`src/rtl/clrd_pkg.sv`:
```
package clrd_pkg;

  // packet control byte fields
  localparam logic [7:0] COUNT_MASK = 8'h7f;
  localparam logic [7:0] RUN_FLAG   = 8'h80;

  // line total after reset
  localparam logic [15:0] LINE_TOTAL_RESET = 16'd1;

  // one compressed body byte
  typedef struct packed {
    logic [7:0] data_byte;
    logic       start_mark;
  } in_item_t;

  // one decoded run, literal or status
  typedef struct packed {
    logic [7:0] pixel_value;
    logic [6:0] repeat_count;
    logic       line_done;
    logic       image_done;
    logic       format_error;
  } out_item_t;

endpackage

```
`src/rtl/clrd_core.sv`:
```
module clrd_core (
  input  logic               clk,
  input  logic               rst_n,
  input  logic               cfg_wr,
  input  logic [15:0]        cfg_value,
  input  logic               step_en,
  input  clrd_pkg::in_item_t item,
  output logic               res_valid,
  output clrd_pkg::out_item_t res
);
  import clrd_pkg::*;

  typedef enum logic [2:0] {
    PH_IDLE    = 3'd0,
    PH_LEN_LO  = 3'd1,
    PH_LEN_HI  = 3'd2,
    PH_CTRL    = 3'd3,
    PH_RUN_VAL = 3'd4,
    PH_LITERAL = 3'd5,
    PH_ERROR   = 3'd6,
    PH_DONE    = 3'd7
  } phase_t;

  phase_t      phase_r, phase_nxt, phase_eff;
  logic [15:0] lbl_r, lbl_nxt, lbl_eff, lbl_dec;
  logic [7:0]  hold_r, hold_nxt;
  logic [6:0]  lit_r, lit_nxt, lit_eff, lit_dec, cnt;
  logic [15:0] idx_r, idx_nxt, idx_eff, idx_inc;
  logic [15:0] line_total_r;
  logic        last;
  logic        do_end;
  logic [7:0]  end_val;
  logic [6:0]  end_rep;

  // start mark restarts the decoder before the byte is used
  always_comb begin
    phase_eff = item.start_mark ? PH_LEN_LO : phase_r;
    idx_eff   = item.start_mark ? 16'd0 : idx_r;
    lit_eff   = item.start_mark ? 7'd0 : lit_r;
    lbl_eff   = item.start_mark ? 16'd0 : lbl_r;
    lbl_dec   = lbl_eff - 16'd1;
    lit_dec   = lit_eff - 7'd1;
    idx_inc   = idx_eff + 16'd1;
    last      = (idx_inc == line_total_r);
    cnt       = item.data_byte[6:0] & COUNT_MASK[6:0];
  end

  // per-byte state update and result
  always_comb begin
    phase_nxt = phase_eff;
    lbl_nxt   = lbl_eff;
    hold_nxt  = hold_r;
    lit_nxt   = lit_eff;
    idx_nxt   = idx_eff;
    res_valid = 1'b0;
    res       = '0;
    do_end    = 1'b0;
    end_val   = 8'd0;
    end_rep   = 7'd0;
    unique case (phase_eff)
      PH_LEN_LO: begin
        hold_nxt  = item.data_byte;
        phase_nxt = PH_LEN_HI;
      end
      PH_LEN_HI: begin
        lbl_nxt = {item.data_byte, hold_r};
        if ({item.data_byte, hold_r} == 16'd0) begin
          do_end = 1'b1;
        end else begin
          phase_nxt = PH_CTRL;
        end
      end
      PH_CTRL: begin
        lbl_nxt = lbl_dec;
        if (cnt == 7'd0) begin
          if (lbl_dec == 16'd0) begin
            do_end = 1'b1;
          end
        end else if (lbl_dec == 16'd0) begin
          phase_nxt          = PH_ERROR;
          res_valid          = 1'b1;
          res.format_error   = 1'b1;
        end else begin
          lit_nxt   = cnt;
          phase_nxt = ((item.data_byte & RUN_FLAG) != 8'd0) ? PH_RUN_VAL : PH_LITERAL;
        end
      end
      PH_RUN_VAL: begin
        lbl_nxt = lbl_dec;
        lit_nxt = 7'd0;
        if (lbl_dec == 16'd0) begin
          do_end  = 1'b1;
          end_val = item.data_byte;
          end_rep = lit_eff;
        end else begin
          phase_nxt        = PH_CTRL;
          res_valid        = 1'b1;
          res.pixel_value  = item.data_byte;
          res.repeat_count = lit_eff;
        end
      end
      PH_LITERAL: begin
        lbl_nxt = lbl_dec;
        lit_nxt = lit_dec;
        if (lit_dec != 7'd0) begin
          res_valid        = 1'b1;
          res.pixel_value  = item.data_byte;
          res.repeat_count = 7'd1;
          if (lbl_dec == 16'd0) begin
            phase_nxt        = PH_ERROR;
            res.format_error = 1'b1;
          end
        end else if (lbl_dec == 16'd0) begin
          do_end  = 1'b1;
          end_val = item.data_byte;
          end_rep = 7'd1;
        end else begin
          phase_nxt        = PH_CTRL;
          res_valid        = 1'b1;
          res.pixel_value  = item.data_byte;
          res.repeat_count = 7'd1;
        end
      end
      PH_IDLE, PH_ERROR, PH_DONE: begin
      end
      default: begin
      end
    endcase
    // line completion
    if (do_end) begin
      idx_nxt          = idx_inc;
      phase_nxt        = last ? PH_DONE : PH_LEN_LO;
      res_valid        = 1'b1;
      res.pixel_value  = end_val;
      res.repeat_count = end_rep;
      res.line_done    = 1'b1;
      res.image_done   = last;
    end
  end

  // decoder state and line total register
  always_ff @(posedge clk) begin
    if (!rst_n) begin
      phase_r      <= PH_IDLE;
      lbl_r        <= 16'd0;
      hold_r       <= 8'd0;
      lit_r        <= 7'd0;
      idx_r        <= 16'd0;
      line_total_r <= LINE_TOTAL_RESET;
    end else begin
      if (cfg_wr) begin
        line_total_r <= cfg_value;
      end
      if (step_en) begin
        phase_r <= phase_nxt;
        lbl_r   <= lbl_nxt;
        hold_r  <= hold_nxt;
        lit_r   <= lit_nxt;
        idx_r   <= idx_nxt;
      end
    end
  end

endmodule

```
`src/rtl/clrd_out_buf.sv`:
```
module clrd_out_buf (
  input  logic                clk,
  input  logic                rst_n,
  input  logic                push,
  input  clrd_pkg::out_item_t push_data,
  output logic                full,
  output logic                out_valid,
  input  logic                out_stall,
  output clrd_pkg::out_item_t out_data
);
  import clrd_pkg::*;

  out_item_t   head_r, tail_r;
  logic [1:0]  cnt_r;
  logic        pop;

  assign pop       = out_valid && !out_stall;
  assign out_valid = (cnt_r != 2'd0);
  assign full      = (cnt_r == 2'd2);
  assign out_data  = head_r;

  // two-entry result queue: output register plus skid entry
  always_ff @(posedge clk) begin
    if (!rst_n) begin
      cnt_r <= 2'd0;
    end else begin
      if (push && pop) begin
        if (cnt_r == 2'd1) begin
          head_r <= push_data;
        end else begin
          head_r <= tail_r;
          tail_r <= push_data;
        end
      end else if (push) begin
        if (cnt_r == 2'd0) begin
          head_r <= push_data;
        end else begin
          tail_r <= push_data;
        end
        cnt_r <= cnt_r + 2'd1;
      end else if (pop) begin
        head_r <= tail_r;
        cnt_r  <= cnt_r - 2'd1;
      end
    end
  end

endmodule

```
`src/rtl/cut_line_rle_decoder.sv`:
```
// channel | direction | handshake           | payload
// in_     | input     | in_valid / in_stall   | in_data (in_item_t)
// out_    | output    | out_valid / out_stall | out_data (out_item_t)
// cfg_    | input     | cfg_valid / cfg_ready | cfg_data (line total)
//
// One byte per cycle while the result queue has room: a byte is held in the input
// register, is decoded there and its result is registered in the output queue.
// Synchronous active-low reset returns the decoder to idle, awaiting a start mark,
// with a line total of one.
// A stalled output fills the two-entry result queue; in_stall rises only when
// the queue is full and a byte is waiting in the input register.
module cut_line_rle_decoder (
  input  logic                clk,
  input  logic                rst_n,
  input  logic                in_valid,
  output logic                in_stall,
  input  clrd_pkg::in_item_t  in_data,
  output logic                out_valid,
  input  logic                out_stall,
  output clrd_pkg::out_item_t out_data,
  input  logic                cfg_valid,
  output logic                cfg_ready,
  input  logic [15:0]         cfg_data
);
  import clrd_pkg::*;

  in_item_t  item_r;
  logic      item_valid_r;
  logic      advance;
  logic      q_full;
  logic      res_valid;
  out_item_t res;

  assign advance   = item_valid_r && !q_full;
  assign in_stall  = item_valid_r && q_full;
  assign cfg_ready = 1'b1;

  // input register
  always_ff @(posedge clk) begin
    if (!rst_n) begin
      item_valid_r <= 1'b0;
    end else if (!in_stall) begin
      item_valid_r <= in_valid;
      item_r       <= in_data;
    end
  end

  // byte decode and state
  clrd_core u_core (
    .clk       (clk),
    .rst_n     (rst_n),
    .cfg_wr    (cfg_valid && cfg_ready),
    .cfg_value (cfg_data),
    .step_en   (advance),
    .item      (item_r),
    .res_valid (res_valid),
    .res       (res)
  );

  // result queue
  clrd_out_buf u_out_buf (
    .clk       (clk),
    .rst_n     (rst_n),
    .push      (advance && res_valid),
    .push_data (res),
    .full      (q_full),
    .out_valid (out_valid),
    .out_stall (out_stall),
    .out_data  (out_data)
  );

endmodule
```
`config.mk`:
```
export PLATFORM = sky130hd
export DESIGN_NAME = cut_line_rle_decoder
export DESIGN_NICKNAME = d
export VERILOG_FILES = /design/src/rtl/clrd_pkg.sv /design/src/rtl/clrd_core.sv /design/src/rtl/clrd_out_buf.sv /design/src/rtl/cut_line_rle_decoder.sv
export SDC_FILE = /design/constraint.sdc
export NUM_CORES = 1
export LEC_CHECK = 0
export BUFFER_PORTS_ARGS = -buffer_cell sky130_fd_sc_hd__clkbuf_2
export CORE_MARGIN = 10
export CORE_UTILIZATION = 55
export CTS_CLUSTER_SIZE = 12
export DETAILED_ROUTE_END_ITERATION = 10
export GPL_TIMING_DRIVEN = 1
export PLACE_DENSITY = 0.74
export SYNTH_ARGS = -nofsm -noshare
export SYNTH_HDL_FRONTEND = slang
export SYNTH_HIERARCHICAL = 1
export SYNTH_SLANG_ARGS = --single-unit
```
`constraint.sdc`:
```
create_clock -name clk -period 5.48 [get_ports clk]
set_clock_uncertainty 0.05 [all_clocks]
set_input_delay 0.822 -clock clk [delete_from_list [all_inputs] [get_ports clk]]
set_output_delay 0.822 -clock clk [all_outputs]
set_load 0.01 [all_outputs]
```
======== Word level (Yosys, flattened, before mapping) ========
Index checks and enable logic that the tools add are counted.
storage, ports and cells
  flip-flop bits (word level) ............. 114
  input bits .............................. 30
  output and inout bits ................... 21
  word-level logic and storage cells ...... 114
cells by class
  add/subtract/negate cells ............... 5
  equality and inequality tests ........... 11
  multiplexer cells ....................... 54
  bitwise gates (word level) .............. 2
  reductions and logical operators ........ 22
operators with widths
  kind                   number
  $mux 18                9
  $mux 16                3
  $mux 15                3
  $mux 7                 5
  $logic_not 16->1       2
  $pmux 16 s2            1
  $pmux 15 s2            1
  $mux 3                 9
  $pmux 7 s3             1
  $mux 17                1
  $add 16x1->16 const B  1
  $eq 16x16->1           1
  $mux 8                 2
  $pmux 8 s2             1
  $sub 16x1->16 const B  1
  $pmux 3 s5             1
  $pmux 7 s2             1
  $mux 1                 11
  $logic_not 7->1        1
  $reduce_bool 7->1      1
  $sub 7x1->7 const B    1
  $eq 3x2->1 const B     2
  $eq 3x3->1 const B     2
  $reduce_and 2->1       3
  21 further kinds       30

======== Logic depth before layout (Yosys ltp) ========
Gate-level depths: netlist of the first run.
  depth in word-level cells ............... 11
  mapped depth ............................ 18
  gate-level depth less buffers ........... 13

======== Hierarchy ========
The synthesis of the first run kept the hierarchy.
by module, submodules not included
  module                times used  cells each  area each (µm²)  seq. area each (µm²)
  clrd_core             1           644         4898.4           1321.3
  clrd_out_buf          1           76          1529.0           1121.1
  cut_line_rle_decoder  1           17          339.1            290.3

======== Least setup slack after synthesis of the first run ========
OpenSTA, ideal clock, no wires.
  kind .................................... register to register
  start point ............................. register item_r[0] (netlist name)
  end point ............................... register u_out_buf.head_r, in the netlist u_out_buf/out_data[10] (data pin)
  setup time .............................. 260 ps
  arrival time ............................ 3968 ps
  data required time ...................... 5170 ps
  setup slack ............................. 1202 ps
  stages on the path, launching flop included .. 18
  buffers on the path ..................... 4
  clock period less this slack ............ 4278 ps
  path through ............................ edfxtp_1 -> inv_1 -> clkbuf_1 -> buf_1 -> nand2_1 -> ha_1 -> clkbuf_1 -> nand2_1 -> inv_1 -> nor3b_2 -> and3_1 -> nand3_2 -> o211ai_1 -> and2_1 -> ha_1 -> mux2i_4 -> buf_6 -> mux2_4
between the ends
  longest elaborated chain between the ends .. 10
  elaborated cells between the ends (all ways) .. 34
  classes of those cells .................. add/sub: 2; eq/ne: 4; mux: 24; reduce/logical: 4
ends and longest elaborated chain
  item                                                 line                                    text
  start, declared                                      cut_line_rle_decoder.sv:27              in_item_t item_r;
  start signal, assigned                               cut_line_rle_decoder.sv:44              item_r <= in_data;
  $mux 16                                              clrd_core.sv:40                         lbl_eff = item.start_mark ? 16'd0 : lbl_r;
  $sub 16x1->16                                        clrd_core.sv:41                         lbl_dec = lbl_eff - 16'd1;
  $logic_not 16->1                                     n/a
  $mux 1 (on tied branches)                            n/a
  $mux 1 (on tied branches)                            clrd_core.sv:105, clrd_core.sv:75
  $pmux 1 s4 / $pmux 1 s3 (equally long branches)      clrd_core.sv:60                         unique case (phase_eff)
  $mux 1 *                                             clrd_core.sv:130                        if (do_end) begin
  net res_valid                                        cut_line_rle_decoder.sv:31              logic res_valid;
  $logic_and 1x1->1 *                                  cut_line_rle_decoder.sv:64              .push (advance && res_valid),
  $mux 18 / $logic_and 1x1->1 (equally long branches)  clrd_out_buf.sv:34, clrd_out_buf.sv:27
  $mux 18 *                                            clrd_out_buf.sv:27                      if (push && pop) begin
  end signal, assigned                                 clrd_out_buf.sv:29                      head_r <= push_data;
  end signal, assigned                                 clrd_out_buf.sv:31                      head_r <= tail_r;
  end signal, assigned                                 clrd_out_buf.sv:36                      head_r <= push_data;
  end, declared                                        clrd_out_buf.sv:13                      out_item_t head_r, tail_r;
The timed path passes the listed nets; every way through them passes the cells marked *. The select of a mux whose other input is x is not followed.
A chain may end at the register's enable or synchronous reset.

======== Worst setup path after layout of the first run ========
  start point ............................. register item_r[0] (netlist name)
  end point ............................... register u_out_buf.head_r, in the netlist u_out_buf/out_data[16] (data pin)
The elaborated chain is that of the path after synthesis.

==> results_dict.tcl, run 1 <==
set metrics [dict create \
    die_w_um 131 \
    critPathLaunchType "flop" \
    status "finished, final reports clean" \
    dpl.hpwl_mm 11.7 \
    avgSynthCellArea_um2 9.18 \
    core-area_mm2 0.0120 \
    drtIter0Drc 582 \
    viasPerCell 6.26 \
    slew_violations 0 \
    fmax_mhz 222 \
    final_hold_viol_count 0 \
    synthCells 737 \
    placed_area_mm2 0.00704 \
    htreeDepth 4 \
    rows 40 \
    fin_area_mm2 0.00758 \
    place_congestion 0.968 \
    die_y_um 131 \
    numPortBuffers 49 \
    final.setup.tns_ns 0 \
    slowest_delay_ns 0.72 \
    grt_pass1_wl_mm 27.2 \
    relSlewSlack 0.174 \
    synth_area_mm2 0.00677 \
    grt_overflow 0 \
    wl_per_cell_um 18.3 \
    ys_ff_latch 114 \
    synthArstFlopShare 0 \
    syn_nets 776 \
    cts-root-buf "clkbuf_16" \
    dieArea_mm2 0.0171 \
    n_antenna_cell 0 \
    ys_types 80 \
    p_leak_nw 2.93 \
    cts_sinks 114 \
    drive_gt1_frac 0.156 \
    fin_crit_sh 0.820 \
    ios 51 \
    start_util 0.563 \
    clock_insertion_delay_worst_skew_ns 0.42 \
    required_ns 5.60 \
    routed_wl_mm 16.9 \
    syn_to_final_growth_pct 12.1 \
    ant_nets 0 \
    cpMostUsedCell "ha_1" \
    maxCapViolCount 0 \
    slowest_stage "mux2i_4" \
    synthTopCellsByCount "dfxtp_1 (69), nand2_1 (62), nor2b_1 (55)" \
    cts_max_path_buffers 2 \
    crit_chain "inv_1, nand2_1, ha_1, o2111a_1, o32ai_1, and3_1, nand3_2, o211ai_1, and2_1, ha_1, mux2i_4, mux2_2" \
    clk_pin_slew_ns 0.05 \
    drt-pass1-iter-count 6 \
    cts_tree "built" \
    synth.most_common_cell "dfxtp_1" \
    synthFlopType "dfxtp_1" \
    nets 802 \
    antenna_found_initial 0 \
    synth_edf_count 45 \
    path_delay_family "multiplexers" \
    grt_max_degree 77 \
    cp_max_fo 18 \
    path_class "flop to flop" \
    drc 0 \
    worstMarginPinSlew_ns 1.24 \
    post_cts.repair.setup_buffers 0 \
    final.min_clock_period_ns 4.49 \
    cp-end-kind "flop" \
    peakVddDrop_uv 188 \
    power_density_mw_per_mm2 286 \
    rsz0062_at_grt "false" \
    gr-usage-all-layers 0.200 \
    synth_top_area_frac 0.204 \
    crit_buf_inv 1 \
    arrival_ns 4.61 \
    grt_pass1_vias 5464 \
    cts_made_buffers 17 \
    ys_seq_area_frac 0.404 \
    hold_path.class "flop to flop" \
    yosys-top-cells-area "dfxtp_1 (20%), edfxtp_1 (20%), nor2b_1 (5.1%)" \
    ctsResizeCount 0 \
    vias 5778 \
    cts-hold-fix-buffers 0 \
    setup_violations 0 \
    synth_area_leader_cell "dfxtp_1" \
    yosys_warnings 6 \
]
## stage by stage
step / worst slack, ns / instances / util / total power, mW / hold WS, ns
6_report: 0.985 / 923 / 0.631 / 2.17 / 0.452
5_1_grt: 0.784 / 923 / 0.631 / 2.26 / 0.474
4_1_cts: 1.00 / 923 / 0.631 / 2.18 / 0.449
3_5_place_dp: 1.01 / 891 / 0.586 / 1.17 / 0.438
3_3_place_gp: 1.23 / 891 / 0.586 / 1.17 / 0.417
2_1_floorplan: 1.20 / 737 / - / 1.11 / 0.402
## layout by cell type (no fill, tap or decap), types with 10 or more instances in the layout
master     count
dfxtp_1       69
nand2_1       62
nor2b_1       55
nor2_1        50
clkbuf_2      49
edfxtp_1      45
a21oi_1       34
o21ai_0       33
mux2i_1       26
xnor2_1       20
inv_1         18
clkbuf_16     17
nand3_1       17
xor2_1        16
and2_1        15
a21boi_1      14
nor3_1        14
a22oi_1       13
nor4_1        12
nand4_1       11
nand3b_1      10
mux2_4        10
## cell families after synthesis
logic type / share of synthesized area
multiplexers: 0.0823
XOR/XNOR: 0.0466
adder cells (fa/ha/maj): 0.0166
AO/OA/AOI/OAI: 0.160
AND/OR/NAND/NOR: 0.248
flip-flops: 0.404
other: 0.000554
buffers and inverters: 0.0422
## state kept, by name (all words and copies together) (netlist names)
name / flops
u_core/lbl_r: 16
item_r: 9
u_out_buf/out_data: 18
u_out_buf/cnt_r: 2
u_core/idx_r: 16
u_core/line_total_r: 16
item_valid_r: 1
u_core/phase_r: 3
u_core/hold_r: 8
u_core/lit_r: 7
u_out_buf/tail_r: 18
## area by class of cell
type | count | area [µm²]
sequential | 114 | 2730
clock inverter | 14 | 118
tap | 147 | 184
multi-input combinational | 556 | 3750
clock buffer | 18 | 429
timing repair buffer | 56 | 298
inverter | 18 | 67.6
fill | 1009 | 4430
## power by group
part / switching, mW / internal, mW
clock network: 0.394 / 0.616
registers: 0.0301 / 0.909
logic: 0.133 / 0.0892
## worst reg2reg max path, cell delays in order (launching register included)
cell	delay [ns]
edfxtp_1	0.38
inv_1	0.11
nand2_1	0.12
ha_1	0.41
o2111a_1	0.33
o32ai_1	0.31
and3_1	0.29
nand3_2	0.24
o211ai_1	0.23
and2_1	0.30
ha_1	0.32
mux2i_4	0.72
mux2_2	0.42
## per-layer routing
metal / share of wire / global-route usage / vias up
met5: 0 / 0 / -
met4: 0.024 / 0.0844 / 0
met3: 0.079 / 0.0463 / 46
met2: 0.46 / 0.314 / 252
met1: 0.44 / 0.258 / 2740
li1: - / - / 2740
## final timing paths
check,from,endpoint,slack (ns),cells after the start
setup / recovery,item_r[0]$_DFFE_PP_,u_out_buf/out_data[16]$_DFFE_PP_,0.99,12
hold / removal,u_core/idx_r[0]$_SDFFE_PN0P_,u_core/idx_r[0]$_SDFFE_PN0P_,0.45,2
setup reg to reg,item_r[0]$_DFFE_PP_,u_out_buf/out_data[16]$_DFFE_PP_,0.99,12
hold reg to reg,u_core/idx_r[0]$_SDFFE_PN0P_,u_core/idx_r[0]$_SDFFE_PN0P_,0.45,2
Note: power is estimated with default switching activity, not from simulation.
==> inputs of run 2 (changes only) <==
- clock period: 5.48 -> 4.3 ns (I/O delays scaled with it)
==> run 2 against run 1 <==
Combinational power increased by 32%; cell area increased by 0.89%; cell count increased by 0.87%; largest power group unchanged; clock power increased by 31%; maximum frequency increased by 15%; sequential share of layout area decreased by 0.32 points; worst setup slack got worse by 0.61 ns; sequential power increased by 28%.
==> results_dict.tcl, run 2 (synthesized netlist as in run 1, its figures left out) <==
set metrics [dict create \
    status "finished, final reports clean" \
    cpMostUsedCell "nand2_1" \
    arrival_ns 4.04 \
    placed_area_mm2 0.00710 \
    dpl.hpwl_mm 12.2 \
    numPortBuffers 49 \
    final_hold_viol_count 0 \
    final.setup.tns_ns 0 \
    gr-usage-all-layers 0.211 \
    maxCapViolCount 0 \
    fin_area_mm2 0.00765 \
    power_density_mw_per_mm2 367 \
    setup_violations 0 \
    rrSetupSlack_ns 0.37 \
    hold_path.class "primary input to flop" \
    nets 810 \
    slowest_delay_ns 0.49 \
    ios 51 \
    r2r_cells 11 \
    drc 0 \
    ant_nets 0 \
    path_class "flop to flop" \
    peakVddDrop_uv 200 \
    slowest_stage "or4_1" \
    rows 40 \
    rsz0062_at_grt "false" \
    vias 5797 \
    rr_startpoint "item_r[4]$_DFFE_PP_" \
    crit_chain "nor4_2, nand2_1, or4_1, nor4_1, nand2_1, o211ai_1, and2_1, ha_1, mux2i_4, buf_4, mux2_2" \
    grt_pass1_wl_mm 28.6 \
    place_congestion 0.954 \
    r2r_end "u_out_buf/out_data[0]$_DFFE_PP_" \
    cp_max_fo 18 \
    cts-root-buf "clkbuf_16" \
    drt-pass1-iter-count 6 \
    grt_overflow 0 \
    hold_depth 1 \
    slew_violations 0 \
    cp-startpoint "item_r[4]$_DFFE_PP_" \
    cts_max_path_buffers 2 \
    worstMarginPinSlew_ns 0.929 \
    cp-end-kind "flop" \
    final_cell_mix "dfxtp_1 (69), nand2_1 (62), nor2b_1 (55)" \
    syn_to_final_growth_pct 13.1 \
    fin_crit_sh 0.913 \
    post_cts.repair.setup_buffers 0 \
    critPathLaunchType "flop" \
    grt_max_degree 76 \
    relSlewSlack 0.377 \
    cts_sinks 114 \
    antenna_found_initial 0 \
    die_y_um 131 \
    die_w_um 131 \
    required_ns 4.41 \
    clock_insertion_delay_worst_skew_ns 0.42 \
    cts_tree "built" \
    wl_per_cell_um 19.0 \
    final_common_cell "dfxtp_1" \
    dieArea_mm2 0.0171 \
    grt_pass1_vias 5521 \
    cts-hold-fix-buffers 0 \
    clk_pin_slew_ns 0.05 \
    cts_made_buffers 17 \
    viasPerCell 6.23 \
    placed_cells 899 \
    core-area_mm2 0.0120 \
    n_antenna_cell 0 \
    drtIter0Drc 488 \
    fmax_mhz 255 \
    final.min_clock_period_ns 3.93 \
    ctsResizeCount 0 \
    htreeDepth 4 \
    critPathCapture "u_out_buf/out_data[0]$_DFFE_PP_" \
    routed_wl_mm 17.7 \
    p_leak_nw 2.99 \
    nFillCells 1025 \
    start_util 0.563 \
    worst_hold_slack_ns 0.349 \
    final_cells 931 \
    drive_gt1_frac 0.161 \
]
-- run 2: cell count changes in the layout (fill, tap and decap cells not counted), sizes merged --
cell	before	now
buf	7	15
bufinv	1	2
clkbuf	67	69
clkinv	5	6
clkinvlp	8	4
-- run 2: final cells by class --
class,instances,area [µm²],area share
clock buffer,20,437,0.0571
timing repair buffer,64,358,0.0468
clock inverter,12,118,0.0154
tap,147,184,0.0240
multi-input combinational,556,3750,0.491
inverter,18,67.6,0.00883
sequential,114,2730,0.357
-- run 2: how the worst min path moves through the flow --
stage | startpoint | endpoint | slack [ns]
finish | in_data[3] | item_r[3]$_DFFE_PP_ | 0.35
global route | in_data[8] | item_r[8]$_DFFE_PP_ | 0.34
CTS | in_data[7] | item_r[7]$_DFFE_PP_ | 0.33
detailed placement | u_core/idx_r[0]$_SDFFE_PN0P_ | u_core/idx_r[0]$_SDFFE_PN0P_ | 0.42
global placement | u_core/idx_r[0]$_SDFFE_PN0P_ | u_core/idx_r[0]$_SDFFE_PN0P_ | 0.42
floorplan | u_core/idx_r[0]$_SDFFE_PN0P_ | u_core/idx_r[0]$_SDFFE_PN0P_ | 0.40
-- run 2: per-stage QoR --
stage	setup WS [ns]	power, mW	utilization
after floorplan	0.0216	1.41	-
after detailed placement	0.379	1.50	0.591
after global placement	0.560	1.49	0.591
after global routing	0.0693	2.91	0.637
final	0.375	2.81	0.637
after CTS	0.380	2.82	0.637
-- run 2: worst max-delay path, delay by kind of cell, from the launching register on --
| family | cells | cell delay [ns] |
|---|---|---|
| compound gates | 1 | 0.17 |
| mux | 2 | 0.62 |
| fa+ha+maj | 1 | 0.26 |
| flops | 1 | 0.47 |
| buf+inv | 1 | 0.30 |
| simple gates | 6 | 1.79 |
-- run 2: report_power, final --
part,switching [mW],total [mW],leakage [nW],internal (mW)
Sequential,0.0379,1.20,1.00,1.16
Combinational,0.176,0.293,1.72,0.116
Clock,0.476,1.32,0.261,0.840
Total,0.690,2.81,2.99,2.11
-- run 2: metal layers --
layer  track usage  vias up  routed length [µm]
met5             0        -                   0
met4        0.0876        0                 363
met3        0.0488       31                1000
met2         0.329      206                8170
met1         0.275     2802                8170
li1              -     2758                   -
